<file path="config.mk">
export PLATFORM = sky130hd
export DESIGN_NAME = atsp_marker
export DESIGN_NICKNAME = d
export VERILOG_FILES = /design/src/atsp_pkg.sv /design/src/atsp_marker.sv
export SDC_FILE = /design/constraint.sdc
export NUM_CORES = 1
export LEC_CHECK = 0
export ABC_AREA = 1
export BUFFER_PORTS_ARGS = -buffer_cell sky130_fd_sc_hd__buf_2
export CAP_MARGIN = 30
export CORE_MARGIN = 1.5
export CORE_UTILIZATION = 50
export DETAILED_ROUTE_END_ITERATION = 10
export PLACE_DENSITY_LB_ADDON = 0.15
export SLEW_MARGIN = 20
export SYNTH_ARGS = -nofsm -noshare
export SYNTH_HDL_FRONTEND = slang
export SYNTH_SLANG_ARGS = --single-unit
</file>
<file path="constraint.sdc">
create_clock -name clock -period 3.7 [get_ports clock]
set_clock_uncertainty 0.15 [all_clocks]
set_input_delay 0.74 -clock clock [delete_from_list [all_inputs] [get_ports clock]]
set_output_delay 0.74 -clock clock [all_outputs]
set_load 0.005 [all_outputs]
</file>
<file path="src/atsp_pkg.sv">
// ----------------------------------------------------------------------------
// atsp_pkg: shared constants and types for the tilt to screen point unit
// Holds the CORDIC angle table, the widths of the datapath and the stage types.
// ----------------------------------------------------------------------------
package atsp_pkg;

   localparam int unsigned SCREEN_WIDTH  = 128;
   localparam int unsigned SCREEN_HEIGHT = 160;
   localparam int unsigned CORDIC_STEPS  = 19;

   // sum of squares of two 12-bit values fits in 24 bits; shifted by 16 -> 40
   localparam int unsigned SQ_W   = 24;
   localparam int unsigned RAD_W  = 40;   // radicand, even width
   localparam int unsigned ROOT_W = 20;   // sqrt result
   localparam int unsigned CX_W   = 24;   // CORDIC x/y width, signed
   localparam int unsigned ACC_W  = 21;   // angle accumulator, signed

   function automatic logic signed [ACC_W-1:0] atan_entry(input logic [4:0] idx);
      case (idx)
         5'd0:    atan_entry = 21'sd131072;
         5'd1:    atan_entry = 21'sd77376;
         5'd2:    atan_entry = 21'sd40884;
         5'd3:    atan_entry = 21'sd20753;
         5'd4:    atan_entry = 21'sd10417;
         5'd5:    atan_entry = 21'sd5213;
         5'd6:    atan_entry = 21'sd2607;
         5'd7:    atan_entry = 21'sd1304;
         5'd8:    atan_entry = 21'sd652;
         5'd9:    atan_entry = 21'sd326;
         5'd10:   atan_entry = 21'sd163;
         5'd11:   atan_entry = 21'sd81;
         5'd12:   atan_entry = 21'sd41;
         5'd13:   atan_entry = 21'sd20;
         5'd14:   atan_entry = 21'sd10;
         5'd15:   atan_entry = 21'sd5;
         5'd16:   atan_entry = 21'sd3;
         5'd17:   atan_entry = 21'sd1;
         5'd18:   atan_entry = 21'sd1;
         default: atan_entry = 21'sd0;
      endcase
   endfunction

   // one angle's worth of work in flight through the CORDIC
   typedef struct packed {
      logic signed [CX_W-1:0]  x;
      logic signed [CX_W-1:0]  y;
      logic signed [ACC_W-1:0] acc;
      logic                    zero;
   } cordic_type;

endpackage

</file>
<file path="src/atsp_marker.sv">
// ----------------------------------------------------------------------------
// atsp_marker: angle to marker pixel
// Scales a binary angle to a screen coordinate, truncates and clamps; registered.
// ----------------------------------------------------------------------------
module atsp_marker (
   input  logic                clock,
   input  logic                enable,
   input  logic signed [15:0]  roll,
   input  logic signed [15:0]  pitch,
   output logic [6:0]          col,
   output logic [7:0]          row
);
   localparam int unsigned SW = atsp_pkg::SCREEN_WIDTH;
   localparam int unsigned SH = atsp_pkg::SCREEN_HEIGHT;

   logic signed [47:0] cnum;
   logic signed [47:0] rnum;
   logic signed [47:0] cpos;
   logic signed [47:0] rpos;
   logic [6:0] col_in, col_ff;
   logic [7:0] row_in, row_ff;

   always_comb begin
      cnum = 48'(longint'(SW / 2) * 32768) + 48'(longint'(roll) * longint'(SW));
      rnum = 48'(longint'(SH / 2) * 32768) + 48'(longint'(pitch) * longint'(SH));
      cpos = cnum >>> 15;
      rpos = rnum >>> 15;
      if (cnum < 0)                        col_in = '0;
      else if (cpos > 48'(longint'(SW) - 1)) col_in = 7'(SW - 1);
      else                                 col_in = cpos[6:0];
      if (rnum < 0)                        row_in = '0;
      else if (rpos > 48'(longint'(SH) - 1)) row_in = 8'(SH - 1);
      else                                 row_in = rpos[7:0];
   end

   always_ff @(posedge clock) begin
      if (enable) begin
         col_ff <= col_in;
         row_ff <= row_in;
      end
   end

   assign col = col_ff;
   assign row = row_ff;
endmodule

</file>
## After elaboration in Yosys (flattened, before gate mapping)

Index checks and enable logic that the tools add are counted.

- Add/sub/neg operators: 2
- Multiply operators: 1
- $lt $le $gt $ge: 4
- Mux-type cells: 2
- Reductions and logical operators: 1

Operators with widths:

| operator | number |
|---|---|
| $add A23 B25 Y26 const A | 1 |
| $lt A26 B1 Y1 const B | 1 |
| $add A23 B23 Y24 const A | 1 |
| $lt A24 B1 Y1 const B | 1 |
| $mul A16 B4 Y20 const B | 1 |
| $gt A11 B9 Y1 const B | 1 |
| $gt A9 B8 Y1 const B | 1 |
| $mux W8 | 1 |
| $mux W7 | 1 |
| $reduce_or A2 Y1 | 1 |

- Register bits after elaboration: 15
- Input bits: 34
- Output and inout bits: 15
- Word-level logic and storage cells: 13

## Longest topological paths before layout

- Depth in word-level cells: 4
- Mapped depth: 21
- Gate-level depth less buffers: 21

## Worst setup path before layout

Ideal clock, no wire load.

- Path type: in2reg
- Start point: input pitch[12]
- End point: register row_ff[0], in the netlist row[0], data pin
- Library setup time: 249 ps
- Arrival: 2,770 ps
- Required time: 3,301 ps
- Slack: 531 ps
- Stages: 18
- Buffers on the path: 0
- Cell sequence: ha_1 ha_1 nand2_1 nand2_1 o21bai_1 a21oi_1 nand3b_1 nand2_1 inv_1 ha_1 inv_1 nand2_1 nand2_1 nand2_1 o21ai_2 nand3_1 nand2_1 inv_1

- Longest elaborated chain between the ends: 4
- Elaborated cells between the ends (all ways): 5
- Classes of those cells: 1 x add/sub; 1 x mul; 2 x order compare; 1 x mux

Ends and longest elaborated chain:

| what | line | RTL |
|---|---|---|
| start: declaration | atsp_marker.sv:9 | `input logic signed [15:0] pitch,` |
| $mul A16 B4 Y20 (*) | atsp_marker.sv:25 | `rnum = 48'(longint'(SH / 2) * 32768) + 48'(longint'(pitch) * longint'(SH));` |
| $add A23 B25 Y26 (*) | atsp_marker.sv:25 |  |
| parallel branches: the longest is 2 deep, another holds $lt A26 B1 Y1 | -- |  |
| end signal: assignment | atsp_marker.sv:39 | `row_ff <= row_in;` |
| end: declaration | atsp_marker.sv:21 | `logic [7:0] row_in, row_ff;` |

Mark *: on every way between the ends.
A chain may end at the register's enable or synchronous reset.

## Worst setup path in the final report

- Start point: input pitch[12]
- End point: register row_ff[2], in the netlist row[2], data pin

Same word-level chain as after synthesis.

==> results.py <==
metrics = {
    "outcome": {
        "status": "complete, no violations",
    },
    "sta": {
        "tightest_slew_ns": 0.532,
        "setup_viol_count_final": 0,
        "slew_violations": 0,
        "rsz0062_at_grt": "false",
        "hold_slack_ns": 0.648,
        "fmax_mhz": 308,
        "period_minus_slack_ns": 3.25,
        "slew_headroom_pct": 64.2,
        "tns_ns": 0,
        "finalCritPeriodShare_pct": 87.8,
        "hold_viol": 0,
    },
    "flow_run": {
        "cap_violations": 0,
    },
    "yosys": {
        "postSynthCellCount": 248,
        "synth_top_area_share_pct": 25.2,
        "synthesis.area_mm2": 0.00179,
        "synth_compound_area_share_pct": 11.4,
        "async_reset_ff_share_pct": 0,
        "synth_cell_types": 29,
        "synthAdderAreaFrac_pct": 21.7,
        "synth_edf_count": 15,
        "ys_ff_latch": 15,
        "synth_area_leaders": "edfxtp_1 25%, ha_1 22%, nand2_1 14%, inv_1 8.8%, nand3_1 5.9%",
        "synth_top_family_by_area": "simple AND/OR/NAND/NOR gates",
        "synth_fp_nets": 313,
        "synth_top_cell_by_area": "edfxtp_1",
        "seq_area_frac_synth_pct": 25.2,
        "ys.warnings.count": 0,
        "synthSimpleGateAreaFrac_pct": 31.3,
        "synthMuxAreaShare_pct": 0,
        "synth-main-ff-cell": "edfxtp_1",
        "syn_area_per_cell_um2": 7.21,
        "synth-xor-area-share_pct": 0.979,
    },
    "final_layout": {
        "antenna_cells": 0,
        "layout.nets": 357,
        "syn2layout_area_growth_pct": 15.5,
        "final_layout_size_suffix_gt1_share_pct": 22.0,
        "fin_area_mm2": 0.00207,
        "fin_util_pct": 61.0,
        "multi_input_area_mm2": 0.00117,
        "finalNonFillerCells": 337,
        "register_area_um2": 450,
        "nFillCells": 316,
    },
    "clock_network": {
        "numCtsBuffers": 3,
        "post-cts-setup-buffers": 0,
        "cts.sinks": 15,
        "clk_pin_slew_ns": 0.08,
        "ctsResizeCount": 0,
        "cts_hold_buf": 0,
        "cts.path.max_buffers": 2,
        "cts.htree.levels": 1,
        "cts_tree": "done",
        "root_buffer": "clkbuf_4",
    },
    "route": {
        "drt_iter0_markers": 37,
        "wire_per_inst_um": 8.95,
        "via_per_inst": 4.82,
        "drc_errors": 0,
        "wl_mm": 3.02,
        "dr.pass1.iters": 4,
        "num_vias": 1624,
        "drtAntennaViolNets": 0,
    },
    "min_path": {
        "hold_path.class": "in -> reg",
        "whs_path_depth": 2,
    },
    "worst_setup_path": {
        "critical_path.top_delay_family": "adder cells",
        "cp_num_buf_inv": 4,
        "crit_chain": "buf_2, ha_1, ha_1, nand2_1, nand2_1, o21bai_1, a21oi_1, nand3b_1, nand2_1, inv_1, ha_1, inv_1, nand2_1, nand2_1, nand2_1, o21ai_2, nand3_1, nand2_1, inv_1",
        "path_max_fanout": 8,
        "end_kind": "flip-flop",
        "worst-endpoint-required_ns": 3.59,
        "arrival_ns": 3.13,
        "crit_cells": 19,
        "startpoint_type": "input port",
        "critPathSlowestCell": "ha_1",
        "slowest_delay_ns": 0.38,
        "crit_type": "in -> reg",
        "cp_common_cell": "nand2_1",
    },
    "power_and_ir_drop": {
        "ir_drop_v": 0.000104,
        "power.density_mw_per_mm2": 312,
        "power_leakage_nw": 1.14,
    },
    "global_routing": {
        "antenna_found_initial": 0,
        "grt_max_degree": 16,
        "overflow": 0,
        "first_global_vias": 1346,
        "grt_pass1_wl_mm": 5.40,
        "grt_usage_pct": 16.5,
    },
    "place": {
        "globalplace.congestion": 0.826,
        "portBuffers": 40,
        "dp.cells": 333,
        "dp_hpwl_mm": 2.76,
        "placed_area_mm2": 0.00204,
    },
    "die": {
        "start_util_pct": 52.8,
        "io_pins": 49,
        "die_w_um": 62.8,
        "rows": 21,
        "chipHeight_um": 62.8,
        "core_area_mm2": 0.00339,
        "dieArea_mm2": 0.00395,
    },
}
==> cell type report <==
cell class	count	share of cell area [%]
clock buffer	3	1.09
tap	46	2.78
clock inverter	1	0.242
inverter	43	7.81
timing repair buffer	40	9.69
multi-input combinational	189	56.6
sequential	15	21.8
==> path summary, 6_finish.rpt <==
check	from	to	slack [ns]
setup / recovery	pitch[12]	row[2]$_SDFFCE_PN0P_	0.45
hold / removal	roll[14]	col[6]$_SDFFCE_PN0P_	0.65
==> per-stage QoR <==
step           setup WS (ns)  total power [mW]
2_1_floorplan          0.531             0.482
3_3_place_gp           0.168             0.564
3_5_place_dp           0.149             0.568
4_1_cts                0.440             0.653
5_1_grt                0.135             0.715
6_report               0.450             0.645
==> kinds of logic after synthesis <==
| family | count (synthesis) |
|---|---|
| flip-flops | 15 |
| buffers and inverters | 44 |
| adder cells (fa/ha/maj) | 31 |
| AND/OR/NAND/NOR | 126 |
| XOR/XNOR | 2 |
| AO/OA/AOI/OAI | 30 |
==> layout by cell type (no fill, tap or decap), drive strengths merged <==
master / instances
edfxtp: 15
o211ai: 1
o21bai: 2
ha: 31
nor4: 1
nand4: 4
clkbuf: 3
nor2: 21
xnor2: 1
and2: 1
a21boi: 2
buf: 40
clkinv: 1
nand3: 24
o21ai: 14
nor3: 1
nand3b: 1
a21o: 1
nand2b: 1
inv: 43
a21oi: 10
xor2: 1
nand2: 72
==> where the power goes <==
part	internal (mW)	total (mW)	switching (mW)
registers	0.222	0.226	0.00426
logic	0.131	0.335	0.205
clock network	0.0401	0.0839	0.0439
total	0.392	0.645	0.253
==> synthesized netlist by cell type (all sizes together), types with 2 or more instances <==
master   n
nand2   72
inv     43
ha      31
nand3   24
nor2    21
edfxtp  15
o21ai   14
a21oi   10
nand4    4
a21boi   2
o21bai   2
==> per-layer routing <==
layer  part of all wire [%]  up-vias  GRT usage (%)
met5                      0        -              0
met3                    3.2        5           1.08
met4                    1.5        0           6.67
met2                     49       34           29.0
met1                     47      686           21.1
li1                       -      899              -
==> state kept, by name, summed over array words and instances (netlist names) <==
name  flops
col       7
row       8
Note: power is estimated with default switching activity, not from simulation.
