`config.mk`:
```
export PLATFORM = sky130hd
export DESIGN_NAME = atsp_sqrt
export DESIGN_NICKNAME = d
export VERILOG_FILES = /design/src/atsp_pkg.sv /design/src/atsp_sqrt.sv
export SDC_FILE = /design/constraint.sdc
export NUM_CORES = 2
export LEC_CHECK = 0
export ABC_AREA = 1
export BUFFER_PORTS_ARGS = -buffer_cell sky130_fd_sc_hd__buf_2
export CAP_MARGIN = 10
export CORE_AREA = 8 8 367 512
export DETAILED_ROUTE_END_ITERATION = 7
export DIE_AREA = 0 0 375 520
export GPL_ROUTABILITY_DRIVEN = 0
export PLACE_DENSITY = 0.61
export SYNTH_ARGS = -nofsm -noshare
export SYNTH_HDL_FRONTEND = slang
export SYNTH_SLANG_ARGS = --single-unit
```
`constraint.sdc`:
```
create_clock -name clock -period 2.11 [get_ports clock]
set_input_delay 0.211 -clock clock [delete_from_list [all_inputs] [get_ports clock]]
set_output_delay 0.211 -clock clock [all_outputs]
set_load 0.02 [all_outputs]
```
`src/atsp_pkg.sv`:
```
// ----------------------------------------------------------------------------
// atsp_pkg: shared constants and types for the tilt to screen point unit
// Holds the CORDIC angle table, the widths of the datapath and the stage types.
// ----------------------------------------------------------------------------
package atsp_pkg;

   localparam int unsigned SCREEN_WIDTH  = 128;
   localparam int unsigned SCREEN_HEIGHT = 160;
   localparam int unsigned CORDIC_STEPS  = 19;

   // sum of squares of two 12-bit values fits in 24 bits; shifted by 16 -> 40
   localparam int unsigned SQ_W   = 24;
   localparam int unsigned RAD_W  = 40;   // radicand, even width
   localparam int unsigned ROOT_W = 20;   // sqrt result
   localparam int unsigned CX_W   = 24;   // CORDIC x/y width, signed
   localparam int unsigned ACC_W  = 21;   // angle accumulator, signed

   function automatic logic signed [ACC_W-1:0] atan_entry(input logic [4:0] idx);
      case (idx)
         5'd0:    atan_entry = 21'sd131072;
         5'd1:    atan_entry = 21'sd77376;
         5'd2:    atan_entry = 21'sd40884;
         5'd3:    atan_entry = 21'sd20753;
         5'd4:    atan_entry = 21'sd10417;
         5'd5:    atan_entry = 21'sd5213;
         5'd6:    atan_entry = 21'sd2607;
         5'd7:    atan_entry = 21'sd1304;
         5'd8:    atan_entry = 21'sd652;
         5'd9:    atan_entry = 21'sd326;
         5'd10:   atan_entry = 21'sd163;
         5'd11:   atan_entry = 21'sd81;
         5'd12:   atan_entry = 21'sd41;
         5'd13:   atan_entry = 21'sd20;
         5'd14:   atan_entry = 21'sd10;
         5'd15:   atan_entry = 21'sd5;
         5'd16:   atan_entry = 21'sd3;
         5'd17:   atan_entry = 21'sd1;
         5'd18:   atan_entry = 21'sd1;
         default: atan_entry = 21'sd0;
      endcase
   endfunction

   // one angle's worth of work in flight through the CORDIC
   typedef struct packed {
      logic signed [CX_W-1:0]  x;
      logic signed [CX_W-1:0]  y;
      logic signed [ACC_W-1:0] acc;
      logic                    zero;
   } cordic_type;

endpackage

```
`src/atsp_sqrt.sv`:
```
// ----------------------------------------------------------------------------
// atsp_sqrt: pipelined integer square root
// One result bit per stage, ROOT_W stages; advances when enable is high.
// ----------------------------------------------------------------------------
module atsp_sqrt (
   input  logic                             clock,
   input  logic                             enable,
   input  logic [atsp_pkg::RAD_W-1:0]       radicand,
   output logic [atsp_pkg::ROOT_W-1:0]      root
);
   localparam int unsigned N = atsp_pkg::ROOT_W;
   localparam int unsigned W = atsp_pkg::RAD_W;

   logic [W-1:0]   rem_ff  [N+1];
   logic [N-1:0]   res_ff  [N+1];
   logic [W-1:0]   rad_ff  [N+1];

   always_comb begin
      rem_ff[0] = '0;
      res_ff[0] = '0;
      rad_ff[0] = radicand;
   end

   for (genvar s = 0; s < N; s++) begin : g_stage
      logic [W-1:0] rem_in;
      logic [W-1:0] trial;
      logic [N-1:0] res_in;
      logic [W-1:0] rad_in;
      always_comb begin
         rem_in = {rem_ff[s][W-3:0], rad_ff[s][W-1:W-2]};
         trial  = {{(W-N-2){1'b0}}, res_ff[s], 2'b01};
         rad_in = {rad_ff[s][W-3:0], 2'b00};
         if (rem_in >= trial) begin
            rem_in = rem_in - trial;
            res_in = {res_ff[s][N-2:0], 1'b1};
         end else begin
            res_in = {res_ff[s][N-2:0], 1'b0};
         end
      end
      always_ff @(posedge clock) begin
         if (enable) begin
            rem_ff[s+1] <= rem_in;
            res_ff[s+1] <= res_in;
            rad_ff[s+1] <= rad_in;
         end
      end
   end

   assign root = res_ff[N];
endmodule

```
# After elaboration in Yosys (flattened, before gate mapping)
# Cells that the tools add are included.
# W data, S select, Z words.
# classes
add_sub_neg,19
order_cmp,20
n_mux,39
# op_table
operator,count
$mux W38,18
$ge A40 B10 Y1,1
$ge A40 B11 Y1,1
$ge A40 B12 Y1,1
$ge A40 B13 Y1,1
$ge A40 B14 Y1,1
$ge A40 B15 Y1,1
$ge A40 B16 Y1,1
$ge A40 B17 Y1,1
$ge A40 B18 Y1,1
$ge A40 B19 Y1,1
$ge A40 B20 Y1,1
$ge A40 B21 Y1,1
$ge A40 B3 Y1,1
$ge A40 B4 Y1,1
$ge A40 B5 Y1,1
$ge A40 B6 Y1,1
$ge A40 B7 Y1,1
$ge A40 B8 Y1,1
$ge A40 B9 Y1,1
$sub A38 B10 Y38,1
$sub A38 B11 Y38,1
$sub A38 B12 Y38,1
$sub A38 B13 Y38,1
other kinds (18),37
# word_totals
regBits,1277
in_bits,42
wordCells,137

# Logic depth before layout (Yosys ltp)
# depth
ltp_word,2
ltp_mapped,17

# Worst setup path after synthesis
# No wires, ideal clock.
# synth_timing
kind,flip-flop to flip-flop
from,register rem_ff[251] (netlist name)
to,register rem_ff[212] (netlist name) (data pin)
setup_time_ns,0.257
t_arrival_ns,1.865
required_time_ns,1.853
setup_slack_ns,-0.012
stages_incl_launch_ff,12
n_path_buf,2
period_less_slack_ns,2.122
cell_sequence,edfxtp_1 ha_1 a21oi_1 nor2_1 nor2_1 nand3_1 nor2_4 nand2_4 inv_2 buf_6 buf_6 o21ai_2
# synth_between
elab_chain_len,2
# synth_lines
item,line_no,text
from (decl),atsp_sqrt.sv:14,logic [W-1:0] rem_ff [N+1];
"from (signal, indexed assignment)",atsp_sqrt.sv:42,rem_ff[s+1] <= rem_in;
$ge A40 B16 Y1,atsp_sqrt.sv:33,if (rem_in >= trial) begin
$mux W38,atsp_sqrt.sv:33,
named net g_stage[14].rem_in[12],atsp_sqrt.sv:25,logic [W-1:0] rem_in;
# The timed path passes the listed nets, and every way through them passes these cells.
# A chain may end at the register's enable or synchronous reset.

# Final worst setup path
# layout_timing
from,register rem_ff[565] (netlist name)
to,register rem_ff[526] (netlist name) (data pin)
# layout_between
elab_chain_len,2
# layout_lines
item,line_no
$ge A40 B8 Y1,atsp_sqrt.sv:33
$mux W38,atsp_sqrt.sv:33
named net g_stage[6].rem_in[6],atsp_sqrt.sv:25
# The timed path passes the listed nets, and every way through them passes these cells.

==> summary.txt <==
Synth
  • Yosys top cell by area: edfxtp_1
  • Synth area leaders: edfxtp_1 52%, nand2_1 12%, inv_1 7.1%, nor2_1 5.3%, ha_1 4.0%
  • Synthesized cell area: 71690 um^2
  • Post-synth top area share: 52.49%
  • Syn Inst Count: 8408
  • Seq/Total Area, Yosys: 52.49%
  • Number of synthesized flops with an enable pin: 1253
  • Post-synth cell types: 53
  • Cell with the most instances after synthesis: nand2_1
  • Synthesis Warnings: 0
  • Commonest cells in the netlist: 2343 x nand2_1, 1359 x inv_1, 1253 x edfxtp_1
  • Asr flop ratio synth: 0%
  • Mapped Nets: 8682
  • Most common flop cell mapped by yosys: edfxtp_1
  • Synthesized area per cell: 8.526 um^2
  • Yosys reg bits: 1253

CTS
  • Longest Clk Path Bufs: 3
  • Reg clk slew, reported paths: 0.06 ns
  • Clock latency on the worst-skew pair: 0.82 ns
  • TritonCTS clock tree: done
  • Clock sinks: 1253
  • Number of CTS-inserted buffers: 134
  • CTS root buffer: clkbuf_16
  • H-tree depth: 4

Cells and area
  • Final core occ: 58.20%
  • Post-Layout Cell Count: 12980
  • Fraction of layout cells with a size suffix above 1: 37.32%
  • Area Growth Syn to Fin: 46.40%
  • Nets: 10800

Power and ir drop
  • Tot Pwr: 81.92 mW
  • P_leak: 44.92 nW
  • Pwr dens: 780.6 nW/um^2
  • Maximum vdd drop: 0.0008184 V

Critical path
  • Levels on crit path: 12
  • R2R cell count: 12
  • Crit Path Category: reg2reg
  • Required time worst endpoint: 2.65 ns
  • CP bufs+invs: 5
  • FF-to-FF End: rem_ff[526]
  • Critical path's slowest cell: edfxtp_1
  • Crit-path cells: ha_4 > a21oi_1 > o21ai_1 > inv_1 > nand2_2 > inv_2 > nand3_2 > nor2_4 > buf_12 > buf_12 > buf_8 > o21ai_4
  • WP data arrival: 2.92 ns
  • R2R Path Start: rem_ff[565]
  • Critical path endpoint category: flop
  • CP Launch Type: flop
  • Largest delay share family, worst path: buffers and inverters
  • R2R setup slack: -0.26 ns
  • Crit path launch: rem_ff[565]
  • Crit path to: rem_ff[526]
  • CP dominant cell by count: buf_12
  • Crit-path max cell delay: 0.50 ns
  • CP Max Fanout: 7

Global routing
  • Antenna violations before repair: 6
  • Total GRT Usage: 23.78%
  • Largest net degree at the start of global routing: 86
  • First-pass GRT wire length: 363200 um
  • Vias in the first global route: 66750
  • Gr ovfl total: 0

Status
  • Status: finished with violations
  • Failing checks: setup timing

Routing
  • Drt drc: 0
  • Antenna Nets Post-Route: 0
  • DRT Pass-1 Iters: 8
  • DR iter-0 viols: 5428
  • Via count: 68120
  • WL final: 254900 um
  • Via density: 5.250
  • Routed WL per cell: 19.64 um

Timing
  • Slew @ Worst Pin: 0.6038 ns
  • Relative slew slack: 59.74%
  • Final count of hold timing violations: 0
  • Final setup violation count: 566
  • Final Critical Period: 2.374 ns
  • Final period util: 112.5%
  • Final setup margin: -0.2643 ns
  • RSZ-0062 raised after global routing: true
  • Slew Limit Fails: 0
  • Achievable Freq: 421.2 MHz
  • Layout Skew: 0.04676 ns

Die
  • Num rows: 185
  • Ports: 62
  • Die area: 195000 um^2
  • DIE HEIGHT: 520 um
  • Core ar.: 180300 um^2
  • Die W: 375 um
  • Initial core utilization: 39.76%

Placement
  • Dpl hpwl: 182300 um
  • Pre-CTS setup slack: -0.5770 ns
  • Port Buf Inserts: 61
  • Placed insts: 12260

Flow run
  • Max_cap viols: 0

Hold path
  • Worst Hold Class: in2reg
[worst register-to-register path, cell delays in order (launching register included)]
cell	delay (ns)
edfxtp_1	0.50
ha_4	0.31
a21oi_1	0.21
o21ai_1	0.10
inv_1	0.10
nand2_2	0.08
inv_2	0.07
nand3_2	0.08
nor2_4	0.20
buf_12	0.17
buf_12	0.13
buf_8	0.12
o21ai_4	0.04
[what timing repair did]
item,CTS,global route
cloned,28,27
gates resized for setup,895,1488
endpoints found under the hold margin,143,0
setup buffers,201,220
pin swaps,214,414
hold buffers,42,0
setup endpoints to repair,642,671
[flip-flops by register name, summed over array words and instances (netlist names)]
register        flops
rem_ff            663
g_stage.trial     190
g_stage.rad_in    342
rad_ff             38
root               20
[cell families (layout without fill, tap and decap cells)]
| kind of cell | after synthesis | in the layout | synth area share, % |
|---|---|---|---|
| AOI/OAI and AO/OA | 812 | 812 | 6.297 |
| xor gates and xnor gates | 296 | 296 | 3.616 |
| adders and majority gates | 232 | 232 | 4.049 |
| buffers and inverters | 1461 | 3691 | 8.109 |
| DFF | 1253 | 1253 | 52.49 |
| other | 1 | 2 | 0.005231 |
| and+or+nand+nor | 4353 | 4354 | 25.44 |
[where the power goes]
group / switching (mW) / internal, mW / leakage (nW) / total [mW]
logic: 13.7 / 11.1 / 30.7 / 24.8
registers: 2.11 / 30.5 / 12.1 / 32.6
clock network: 10.7 / 13.7 / 2.21 / 24.5
total: 26.6 / 55.3 / 44.9 / 81.9
[cell type report]
cell class / instances / area, um^2
fill: 14420 / 75370
sequential: 1253 / 37630
multi-input combinational: 5695 / 36810
timing repair buffer: 2051 / 17580
inverter: 1386 / 5343
clock buffer: 146 / 3398
tap: 2337 / 2924
clock inverter: 101 / 1177
timing repair inverter: 7 / 88.84
antenna: 1 / 2.502
[layer usage]
metal  share of wire (%)  global-route usage, %
met4                  10                  18.45
met1                  33                  23.25
met2                  51                  44.65
met3                 5.4                  3.375
met5              0.0090                      0
[cell usage in the layout (no fill, tap or decap), types with 30 or more instances in the layout]
cell type	count
xnor2_1	112
nand3b_1	30
nand2_2	358
o21ai_1	100
nand4_1	159
ha_1	66
buf_4	1707
nand3_2	85
nor2_4	105
a21oi_2	153
inv_2	179
dlygate4sd3_1	42
buf_12	76
edfxtp_1	1253
a21oi_1	155
o21ai_4	42
buf_6	109
nand2_4	146
buf_2	60
o21ai_0	105
inv_1	1182
xor2_1	152
nor3_1	108
nor2_2	138
ha_4	161
clkbuf_16	155
nor3_2	36
nand2_1	1865
nor2_1	809
a21oi_4	94
o21ai_2	106
nand3_1	400
[worst min path at each step]
stage                             from                    end  slack (ns)  cells past startpoint
final                     radicand[25]  g_stage[1].rad_in[29]        0.11                      2
after global placement    radicand[36]            rad_ff[798]        0.39                      1
after detailed placement  radicand[25]  g_stage[1].rad_in[29]        0.39                      1
after floorplan            radicand[6]  g_stage[1].rad_in[10]        0.31                      0
after CTS                 radicand[24]  g_stage[1].rad_in[28]        0.05                      2
after global routing      radicand[25]  g_stage[1].rad_in[29]        0.07                      2
[through the flow]
step	TNS [ns]	area, um^2	hold slack [ns]
final	-65.42	104900	0.1078
after global routing	-115.37	104900	0.07060
after CTS	-42.43	97520	0.04631
after detailed placement	-135.12	86460	0.3891
after global placement	-117.18	86460	0.3872
after floorplan	0	71700	0.3099
(Power assumes the default switching activity.)
